### src/rtl/spq_pkg.sv
package spq_pkg;

	localparam int CAPACITY_DEF  = 64;
	localparam int ID_BITS_DEF   = 10;
	localparam int DIST_BITS_DEF = 32;

	localparam logic OP_INSERT  = 1'b0;
	localparam logic OP_DEQUEUE = 1'b1;

	typedef enum logic [1:0] {
		ST_IDLE = 2'b01,
		ST_INS  = 2'b10
	} spq_state_t;

	typedef struct packed {
		logic accept;
		logic insert;
		logic load;
	} spq_cmd_t;

	typedef struct packed {
		logic out_free;
	} spq_status_t;

endpackage

### src/rtl/spq_ctrl.sv
module spq_ctrl
	import spq_pkg::*;
(
	input  logic        clk,
	input  logic        arst_n,
	input  logic        req_valid,
	output logic        req_ready,
	input  spq_status_t status,
	output spq_cmd_t    cmd
);

	spq_state_t state_q;
	logic       pend_q;

	assign req_ready  = (state_q == ST_IDLE) && (!pend_q || status.out_free);
	assign cmd.accept = req_valid && req_ready;
	assign cmd.insert = (state_q == ST_INS);
	assign cmd.load   = (state_q == ST_IDLE) && pend_q && status.out_free;

	always_ff @(posedge clk or negedge arst_n) begin
		if (!arst_n) begin
			state_q <= ST_IDLE;
			pend_q  <= 1'b0;
		end else begin
			unique case (state_q)
				ST_IDLE: begin
					if (cmd.load) begin
						pend_q <= 1'b0;
					end
					if (cmd.accept) begin
						state_q <= ST_INS;
					end
				end
				ST_INS: begin
					pend_q  <= 1'b1;
					state_q <= ST_IDLE;
				end
				default: begin
					state_q <= ST_IDLE;
				end
			endcase
		end
	end

endmodule

### config.mk
export PLATFORM = sky130hd
export DESIGN_NAME = spq_ctrl
export DESIGN_NICKNAME = d
export VERILOG_FILES = /design/src/rtl/spq_pkg.sv /design/src/rtl/spq_ctrl.sv
export SDC_FILE = /design/constraint.sdc
export NUM_CORES = 1
export LEC_CHECK = 0
export CAP_MARGIN = 20
export CORE_AREA = 5 5 42 44
export CTS_BUF_LIST = sky130_fd_sc_hd__clkbuf_4 sky130_fd_sc_hd__clkbuf_8 sky130_fd_sc_hd__clkbuf_16
export DETAILED_ROUTE_END_ITERATION = 10
export DIE_AREA = 0 0 47 49
export DONT_BUFFER_PORTS = 1
export PLACE_DENSITY = 0.3
export SYNTH_ARGS = -nofsm -noshare
export SYNTH_HDL_FRONTEND = slang
export SYNTH_SLANG_ARGS = --single-unit
### constraint.sdc
create_clock -name clk -period 2.6 [get_ports clk]
set_clock_uncertainty 0.15 [all_clocks]
set_input_delay 0 -clock clk [delete_from_list [all_inputs] [get_ports clk]]
set_output_delay 0 -clock clk [all_outputs]
set_load 0.02 [all_outputs]
Yosys cells after proc, flatten, opt, wreduce, memory -nomap -nowiden
Cells that the tools add are included.
{ "word_totals": {"register_bits": 3, "in_bits": 4, "word_cells": 18} }
{ "classes": {"eq_ne": 4, "muxes": 4, "n_reduce_logical": 8} }
{ "op_table": {"columns": ["cell", "n"], "rows": [
  ["1-bit logical AND", 4],
  ["2-bit 2-to-1 mux", 2],
  ["2-bit != test, second input constant", 2],
  ["2-bit by 1-bit == test with 1-bit output, second input constant", 1],
  ["2-bit == test, second input constant", 1],
  ["1-bit case mux with 2 select lines", 1],
  ["2-bit AND reduction", 1],
  ["2-bit nonzero test", 1],
  ["1-bit logical NOT", 1],
  ["1-bit logical OR", 1],
  ["1-bit 2-to-1 mux", 1]
]} }

Depth between registers and ports, before layout
Gate-level depths: netlist of run 1.
{ "depth": {"ltp_word": 6, "mapped_depth": 2} }

Worst setup path before layout of run 1
OpenSTA, ideal clock, no wires.
{ "synth_timing": {"path_kind": "register to output", "start": "register state_q[0]", "end": "output port cmd[0] (netlist name)", "arrival_ns": 0.967, "t_required_ns": 2.450, "slack_ns": 1.483, "stages_incl_launch_ff": 3, "path_buffers": 0, "cell_sequence": "dfstp_2 -> nor2b_4 -> and3_1"} }
{ "synth_lines": {"columns": ["element", "line_no", "text"], "rows": [
  ["start, declared", "spq_ctrl.sv:12", "spq_state_t state_q;"],
  ["start signal, assigned", "spq_ctrl.sv:22", "state_q <= ST_IDLE;"],
  ["start signal, assigned", "spq_ctrl.sv:31", "state_q <= ST_INS;"],
  ["start signal, assigned", "spq_ctrl.sv:36", "state_q <= ST_IDLE;"],
  ["end, declared", "spq_ctrl.sv:9", "output spq_cmd_t cmd"]
]} }

==> run metrics, run 1 <==
outcome=finished clean; largest net degree at the start of global routing=7; Max-slew headroom=85.2%; grt ovf=0; H-tree depth=1; sequential fraction of design power=31.6%; vias=132; CP Launch Point=state_q[0]; CP required=2.45 ns; unrepaired setup endpoints after global routing=no; worst-case reg-to-reg path depth=2; fmax=702 MHz; final wirelength=422 um; Fillers=174; Critical Path, Cell by Cell=nor2b_4, and3_1; flip-flop and latch area=76.3 um2; combinational share of power=22.0%; drt wl/cell=11.1 um; Residual DRC=0; sequential area share after synthesis=48.0%; Syn. warnings=0; RR Startpoint=state_q[0]; Psw=55.1 uW; worst stage delay on the critical path=0.54 ns; buffer depth of the longest clock path=2; IR drop worst, VDD=177 uV; Tot GR Track Use=5.21%; core area=1400 um2; #FFs+latches synth=3; Final Max Slew Viols=0; clk root buf=clkbuf_4; Max Cap Viol=0; Antenna Violating Nets Remaining=0; clk_lat worst skew=0.23 ns; CTS Buf Count=3; post-CTS setup buffers=0; reg-to-reg critical path endpoint=state_q[1]; setup TNS=0 ns; min-delay worst type=input pin to output port; number of I/O port buffers=0; period utilization=54.8%; CP Class=flop to output port; initial core utilization=11.3%; Die Wd=47 um; crit path DAT=1.27 ns; die area=2300 um2; fraction of final layout cells sized beyond drive strength 1=40.9%; pwr dens=790 nW/um2; Gates resized, CTS repair=0; via/cell ratio=3.47; Setup violations, final=0; count of different cell masters after synthesis=11; final net count=27; Worst-Margin Slew=0.223 ns; worst reg2reg setup slack=1.48 ns; die height=49 um; IO Pins=8; synthesized area per cell=11.4 um2; Crit-path slowest cell=dfstp_2; CP max FO=6; crit end category=output port; final hold viol count=0; commonest non-fill, non-tap cells in the layout=clkbuf_4 (4), dlygate4sd3_1 (4), and3_1 (3), dfrtp_1 (2); Iteration-0 DRC Markers=0; final RePlAce weighted congestion=0.628; Synth Cell Area=159 um2; Final Non-Filler Cells=38; clock share of power=46.5%; minimum clock period=1.42 ns; # hold bufs at CTS=4; drt pass-1 iters=1; cell-internal power=142 uW; multi-input logic area=78.8 um2; area delta synth->final=56.7%; syn_nets=18; cell count after placement=30; Startpoint Class=flop; CP endpoint=cmd[0]; synthesized instance count=14; number of global-route vias before repair=182; Clock Sinks=3; hold path startpoint=req_valid; ant diodes=0; Rows=14; leakage dissipation=0.114 nW; Min Hold Slack=0.0485 ns; initial antenna violation count=0; sw frac=28.0%; CTS clock-pin slew for the worst setup and hold paths=0.03 ns; global-route wire length before repair=738 um; CTS tree=built
==> registers in the layout, indices dropped and copies added (netlist names) <==
| signal | count |
|---|---|
| state_q | 2 |
| pend_q | 1 |
==> Yosys cell counts <==
library cell  count  area share, %
and3_1            3             12
nand3_1           1            3.1
nand2b_1          1            3.9
and2_2            1            4.7
a221oi_2          1            9.4
nor2_1            1            2.4
nor2b_4           1            8.7
and2b_2           1            5.5
inv_1             1            2.4
dfstp_2           1             17
dfrtp_1           2             31
==> how the worst min path moves through the flow <==
| stage | slack (ns) | end | depth (start not counted) |
|---|---|---|---|
| final | 0.05 | cmd[2] | 1 |
| after global routing | 0.05 | cmd[2] | 1 |
| after CTS | 0.05 | cmd[2] | 1 |
| after detailed placement | -0.45 | pend_q | 0 |
| after global placement | -0.45 | state_q[1] | 0 |
| after floorplan | -0.45 | pend_q | 0 |
==> routing by layer <==
| metal | GRT usage (%) | wire length, um |
|---|---|---|
| met1 | 4.19 | 159 |
| met2 | 6.79 | 243 |
| met3 | 2.58 | 19 |
| met4 | 8.29 | 0 |
| met5 | 0 | 0 |
==> cell type report <==
type | count | share of cell area [%]
well taps | 16 | 8.04
repair buffers | 4 | 16.1
multi-input cells | 10 | 31.7
inverters | 1 | 1.51
clock buffers | 4 | 12.1
flip-flops and latches | 3 | 30.7
==> power by group through the flow <==
stage / sequential, mW / combinational [mW] / clock, mW
detailed placement: 0.0630 / 0.0381 / 0
floorplan: 0.0605 / 0.0340 / 0
global placement: 0.0627 / 0.0379 / 0
global route: 0.0632 / 0.0481 / 0.0987
finish: 0.0621 / 0.0432 / 0.0915
CTS: 0.0625 / 0.0443 / 0.0954
==> worst max-delay path: cells and delay by family, from the launching register on <==
kind          cells  cell delay, ns
flops             1            0.54
simple gates      2            0.50
==> kinds of logic after synthesis <==
| group | count (synthesis) | synth area share [%] |
|---|---|---|
| compound gates | 1 | 9.45 |
| simple gates | 9 | 40.2 |
| buf+inv | 1 | 2.36 |
| flops | 3 | 48.0 |
==> through the flow <==
stage,area [um2],utilization [%],worst slack [ns],total power [mW]
2_1_floorplan,159,-,1.48,0.0945
3_3_place_gp,179,12.8,1.42,0.101
6_report,249,17.8,1.18,0.197
5_1_grt,249,17.8,1.12,0.210
3_5_place_dp,179,12.8,1.41,0.101
4_1_cts,249,17.8,1.16,0.202
(Power assumes the default switching activity.)
==> inputs of run 2 (changes only) <==
==> constraint.sdc (replaced) <==
create_clock -name clk -period 1.4 [get_ports clk]
set_clock_uncertainty 0.15 [all_clocks]
set_input_delay 0 -clock clk [delete_from_list [all_inputs] [get_ports clk]]
set_output_delay 0 -clock clk [all_outputs]
set_load 0.02 [all_outputs]
==> run 2 against run 1 <==
Effect of this change: total power increased by 96%; die area stayed put; critical path depth did not move; utilization up 1.8 points; count of clock-buffer cells in the layout unchanged; register-to-register slack worse by 1.3 ns; first-iteration DRC count up 1; global-route usage down 0.063 points; final cell count up 5.3%; non-clock buffer count up 2; critical endpoint unchanged; largest cell class unchanged; largest power group unchanged.
==> run metrics, run 2 (synthesis gave the netlist of run 1 again) <==
Clock Sinks=3 (unchanged); CTS Buf Count=3 (unchanged); outcome=finished clean (unchanged); core area=1400 um2 (unchanged); IR drop worst, VDD=368 uV (was 177 uV); fmax=740 MHz; initial antenna violation count=0 (unchanged); worst reg2reg setup slack=0.19 ns (was 1.48 ns); Iteration-0 DRC Markers=1 (was 0); Max-slew headroom=87.4% (was 85.2%); H-tree depth=1 (unchanged); Die Wd=47 um (unchanged); final hold viol count=0 (unchanged); setup TNS=0 ns (unchanged); drt wl/cell=9.68 um (was 11.1 um); die area=2300 um2 (unchanged); vias=137 (was 132); buffer depth of the longest clock path=2 (unchanged); IO Pins=8 (unchanged); Fillers=174 (unchanged); crit end category=output port (unchanged); grt ovf=0 (unchanged); drt pass-1 iters=2 (was 1); registers with the most flip-flops=state_q (2), pend_q (1) (unchanged); Design Area, Final=274 um2 (was 249 um2); CP Class=flop to output port (unchanged); CTS clock-pin slew for the worst setup and hold paths=0.04 ns (was 0.03 ns); Antenna Violating Nets Remaining=0 (unchanged); commonest non-fill, non-tap cells in the layout=clkbuf_4 (4), dlygate4sd3_1 (4), and3_4 (2), dfrtp_1 (2), buf_4 (2) (was clkbuf_4 (4), dlygate4sd3_1 (4), and3_1 (3), dfrtp_1 (2)); Min Hold Slack=0.0225 ns (was 0.0485 ns); Residual DRC=0 (unchanged); period utilization=96.5%; global-route wire length before repair=710 um (was 738 um); clk_lat worst skew=0.23 ns (about the same); final RePlAce weighted congestion=0.575 (was 0.628); Largest register FFs=2 (unchanged); fraction of final layout cells sized beyond drive strength 1=54.2% (was 40.9%); CTS tree=built (unchanged); Setup violations, final=0 (unchanged); Largest Register=state_q (unchanged); DP Area=179 um2 (unchanged); final wirelength=387 um (was 422 um); die height=49 um (unchanged); largest net degree at the start of global routing=7 (unchanged); min-delay worst type=input pin to output port (unchanged); CP required=1.25 ns (was 2.45 ns); area delta synth->final=72.4% (was 56.7%); pwr dens=1410 nW/um2 (was 790 nW/um2); CP max FO=5 (was 6); crit path DAT=1.20 ns (was 1.27 ns); via/cell ratio=3.43 (was 3.47); Max Cap Viol=0 (unchanged); Rows=14 (unchanged); number of global-route vias before repair=176 (was 182); Tot GR Track Use=5.15% (was 5.21%); minimum clock period=1.35 ns; clk root buf=clkbuf_4 (unchanged); initial core utilization=11.3% (unchanged); Worst-Margin Slew=0.189 ns (was 0.223 ns); final net count=29 (was 27); leakage dissipation=0.121 nW (was 0.114 nW); Startpoint Class=flop (unchanged); number of I/O port buffers=0 (unchanged); ant diodes=0 (unchanged); Final Max Slew Viols=0 (unchanged)
## run 2: changes by cell type in the layout (fill, tap and decap cells not counted)
cell	delta
and3_4	+2
and3_1	-2
buf_4	+2
## run 2: power breakdown
group | leakage, nW | total, mW | switching, mW | internal, mW
Clock | 0.0184 | 0.171 | 0.0449 | 0.126
Sequential | 0.0371 | 0.113 | 0.0113 | 0.102
Combinational | 0.0655 | 0.101 | 0.0494 | 0.0516
Total | 0.121 | 0.385 | 0.106 | 0.280
## run 2: repair_timing
item	4_1_cts	5_1_grt
hold buffers	4	0
setup buffers	0	2
endpoints found under the hold margin	6	0
gates resized for setup	2	2
pin swaps	0	2
gates cloned	0	0
endpoints found under the setup margin	2	3
## run 2: worst paths after layout
path                       startpoint    endpoint  cells past startpoint
setup / recovery           state_q[0]      cmd[0]                      2
setup reg to reg           state_q[0]  state_q[1]                      3
hold reg to reg                pend_q      pend_q                      2
min in group asynchronous      arst_n      pend_q                      2
max in group asynchronous      arst_n  state_q[0]                      2
hold / removal              req_valid      cmd[2]                      1
## run 2: stage by stage
step	std cells	setup slack [ns]	power, mW	util [%]
finish	40	0.0496	0.385	19.6
global route	40	-0.00334	0.415	19.6
CTS	38	0.000600	0.376	17.9
detailed placement	30	0.220	0.186	12.8
global placement	30	0.215	0.186	12.8
floorplan	14	0.283	0.175	-
## run 2: layout make-up
cell class / instances / area, um2 / area share, %
flip-flops and latches: 3 / 76.3 / 27.9
repair buffers: 6 / 55.1 / 20.1
multi-input cells: 10 / 88.8 / 32.4
clock buffers: 4 / 30.0 / 11.0
well taps: 16 / 20.0 / 7.31
inverters: 1 / 3.75 / 1.37
## run 2: critical path: stages, from the launching register on
cell and delay (ns):
dfstp_2 0.53, nor2b_4 0.19, and3_4 0.24
## run 2: layer usage
| layer | part of all wire (%) | track usage [%] | up-vias |
|---|---|---|---|
| met2 | 49 | 5.66 | 6 |
| met3 | 10 | 3.69 | 2 |
| li1 | - | - | 67 |
| met5 | 0 | 0 | - |
| met1 | 35 | 4.42 | 62 |
| met4 | 4.9 | 8.29 | 0 |
==> inputs of run 3 (changes only) <==
--- a/config.mk
+++ b/config.mk
@@ -11,7 +11,6 @@
 export DETAILED_ROUTE_END_ITERATION = 10
 export DIE_AREA = 0 0 47 49
 export DONT_BUFFER_PORTS = 1
-export PLACE_DENSITY = 0.3
 export SYNTH_ARGS = -nofsm -noshare
 export SYNTH_HDL_FRONTEND = slang
 export SYNTH_SLANG_ARGS = --single-unit
==> run 3 against run 2 <==
Effect of this change: count of clock-buffer cells in the layout unchanged; utilization unchanged; die area is the same; highest routed layer is now met3; sequential share of layout area stayed put; via count stayed put; first-iteration DRC count down 100%; non-clock buffer count stayed put; flip-flop and latch count did not move; largest power group unchanged.
==> run metrics, run 3 (synthesis gave the netlist of run 1 again) <==
drt pass-1 iters=1 (was 2); die area=2300 um2 (unchanged); CTS tree=built (unchanged); global-route wire length before repair=579 um (was 710 um); outcome=finished clean (unchanged); Startpoint Class=flop (unchanged); DP Area=179 um2 (unchanged); vias=137 (unchanged); number of I/O port buffers=0 (unchanged); IO Pins=8 (unchanged); grt ovf=0 (unchanged); clk root buf=clkbuf_4 (unchanged); Min Hold Slack=0.00247 ns (was 0.0225 ns); Die Wd=47 um (unchanged); Core Util, Final=19.6% (unchanged); CP Class=flop to output port (unchanged); final net count=29 (unchanged); Fillers=167 (was 174); IR drop worst, VDD=299 uV (was 368 uV); crit end category=output port (unchanged); Residual DRC=0 (unchanged); pwr dens=1390 nW/um2 (was 1410 nW/um2); Final Max Slew Viols=0 (unchanged); registers with the most flip-flops=state_q (2), pend_q (1) (unchanged); initial core utilization=11.3% (unchanged); CP max FO=5 (unchanged); Worst-Margin Slew=0.185 ns (was 0.189 ns); setup TNS=0 ns (unchanged); Tot GR Track Use=3.74% (was 5.15%); number of global-route vias before repair=154 (was 176); period utilization=94.6% (was 96.5%); Largest register FFs=2 (unchanged); final wirelength=347 um (was 387 um); H-tree depth=1 (unchanged); CTS Buf Count=3 (unchanged); drt wl/cell=8.68 um (was 9.68 um); Clock Sinks=3 (unchanged); Post-Place Worst Slack=0.225 ns (was 0.220 ns); ant diodes=0 (unchanged); Setup violations, final=0 (unchanged); final hold viol count=0 (unchanged); crit path DAT=1.17 ns (was 1.20 ns); Max-slew headroom=87.6% (was 87.4%); Design Area, Final=274 um2 (unchanged); CP required=1.25 ns (about the same); Largest Register=state_q (unchanged); final RePlAce weighted congestion=0.549 (was 0.575); fmax=755 MHz (was 740 MHz); total power=382 uW (was 385 uW); die height=49 um (unchanged); CTS clock-pin slew for the worst setup and hold paths=0.03 ns (was 0.04 ns); buffer depth of the longest clock path=2 (unchanged); Final Non-Filler Cells=40 (unchanged); minimum clock period=1.32 ns (was 1.35 ns); leakage dissipation=0.121 nW (about the same); area delta synth->final=72.4% (unchanged); largest net degree at the start of global routing=7 (unchanged); clk_lat worst skew=0.23 ns (about the same); commonest non-fill, non-tap cells in the layout=clkbuf_4 (4), dlygate4sd3_1 (4), and3_4 (2), dfrtp_1 (2), buf_4 (2) (unchanged); unrepaired setup endpoints after global routing=no; min-delay worst type=input pin to output port (unchanged); core area=1400 um2 (unchanged); Iteration-0 DRC Markers=0 (was 1); Max Cap Viol=0 (unchanged); Rows=14 (unchanged); cell count after placement=30 (unchanged); via/cell ratio=3.43 (unchanged); initial antenna violation count=0 (unchanged); final worst setup slack=0.0758 ns (was 0.0496 ns); Antenna Violating Nets Remaining=0 (unchanged); fraction of final layout cells sized beyond drive strength 1=54.2% (unchanged)
==> run 3: where the power goes <==
part / internal, mW / switching [mW] / total, mW
clock network: 0.126 / 0.0394 / 0.165
registers: 0.102 / 0.0114 / 0.113
logic: 0.0539 / 0.0490 / 0.103
==> run 3: repair_timing <==
item	CTS	global route
hold endpoints to repair	6	0
endpoints found under the setup margin	2	2
resized for setup	2	2
hold buffers	4	0
buffers inserted	0	2
==> run 3: critical path: stages, from the launching register on <==
cell and delay (ns):
dfstp_2 0.53, nor2b_4 0.18, and3_4 0.24
==> run 3: layout make-up <==
type | count | area [um2] | area share (%)
Multi-Input combinational cell | 10 | 88.8 | 32.4
Sequential cell | 3 | 76.3 | 27.9
Timing Repair Buffer | 6 | 55.1 | 20.1
Clock buffer | 4 | 30.0 | 11.0
Tap cell | 16 | 20.0 | 7.31
Inverter | 1 | 3.75 | 1.37
==> run 3: metal layers <==
metal / vias to the layer above / wire, um / global-route usage, %
li1: 68 / - / -
met1: 66 / 112 / 3.08
met2: 3 / 199 / 5.20
met3: 0 / 35 / 2.58
met4: 0 / 0 / 4.15
met5: - / 0 / 0
==> run 3: worst paths after layout <==
path	from	to	slack [ns]	cells after the start
worst min-delay path	req_valid	cmd[2]	0.002	1
worst max-delay path	state_q[0]	cmd[0]	0.08	2
worst min register to register	pend_q	pend_q	0.42	2
max in group asynchronous	arst_n	state_q[0]	0.47	2
min in group asynchronous	arst_n	pend_q	0.41	2
worst max register to register	state_q[0]	state_q[1]	0.21	3
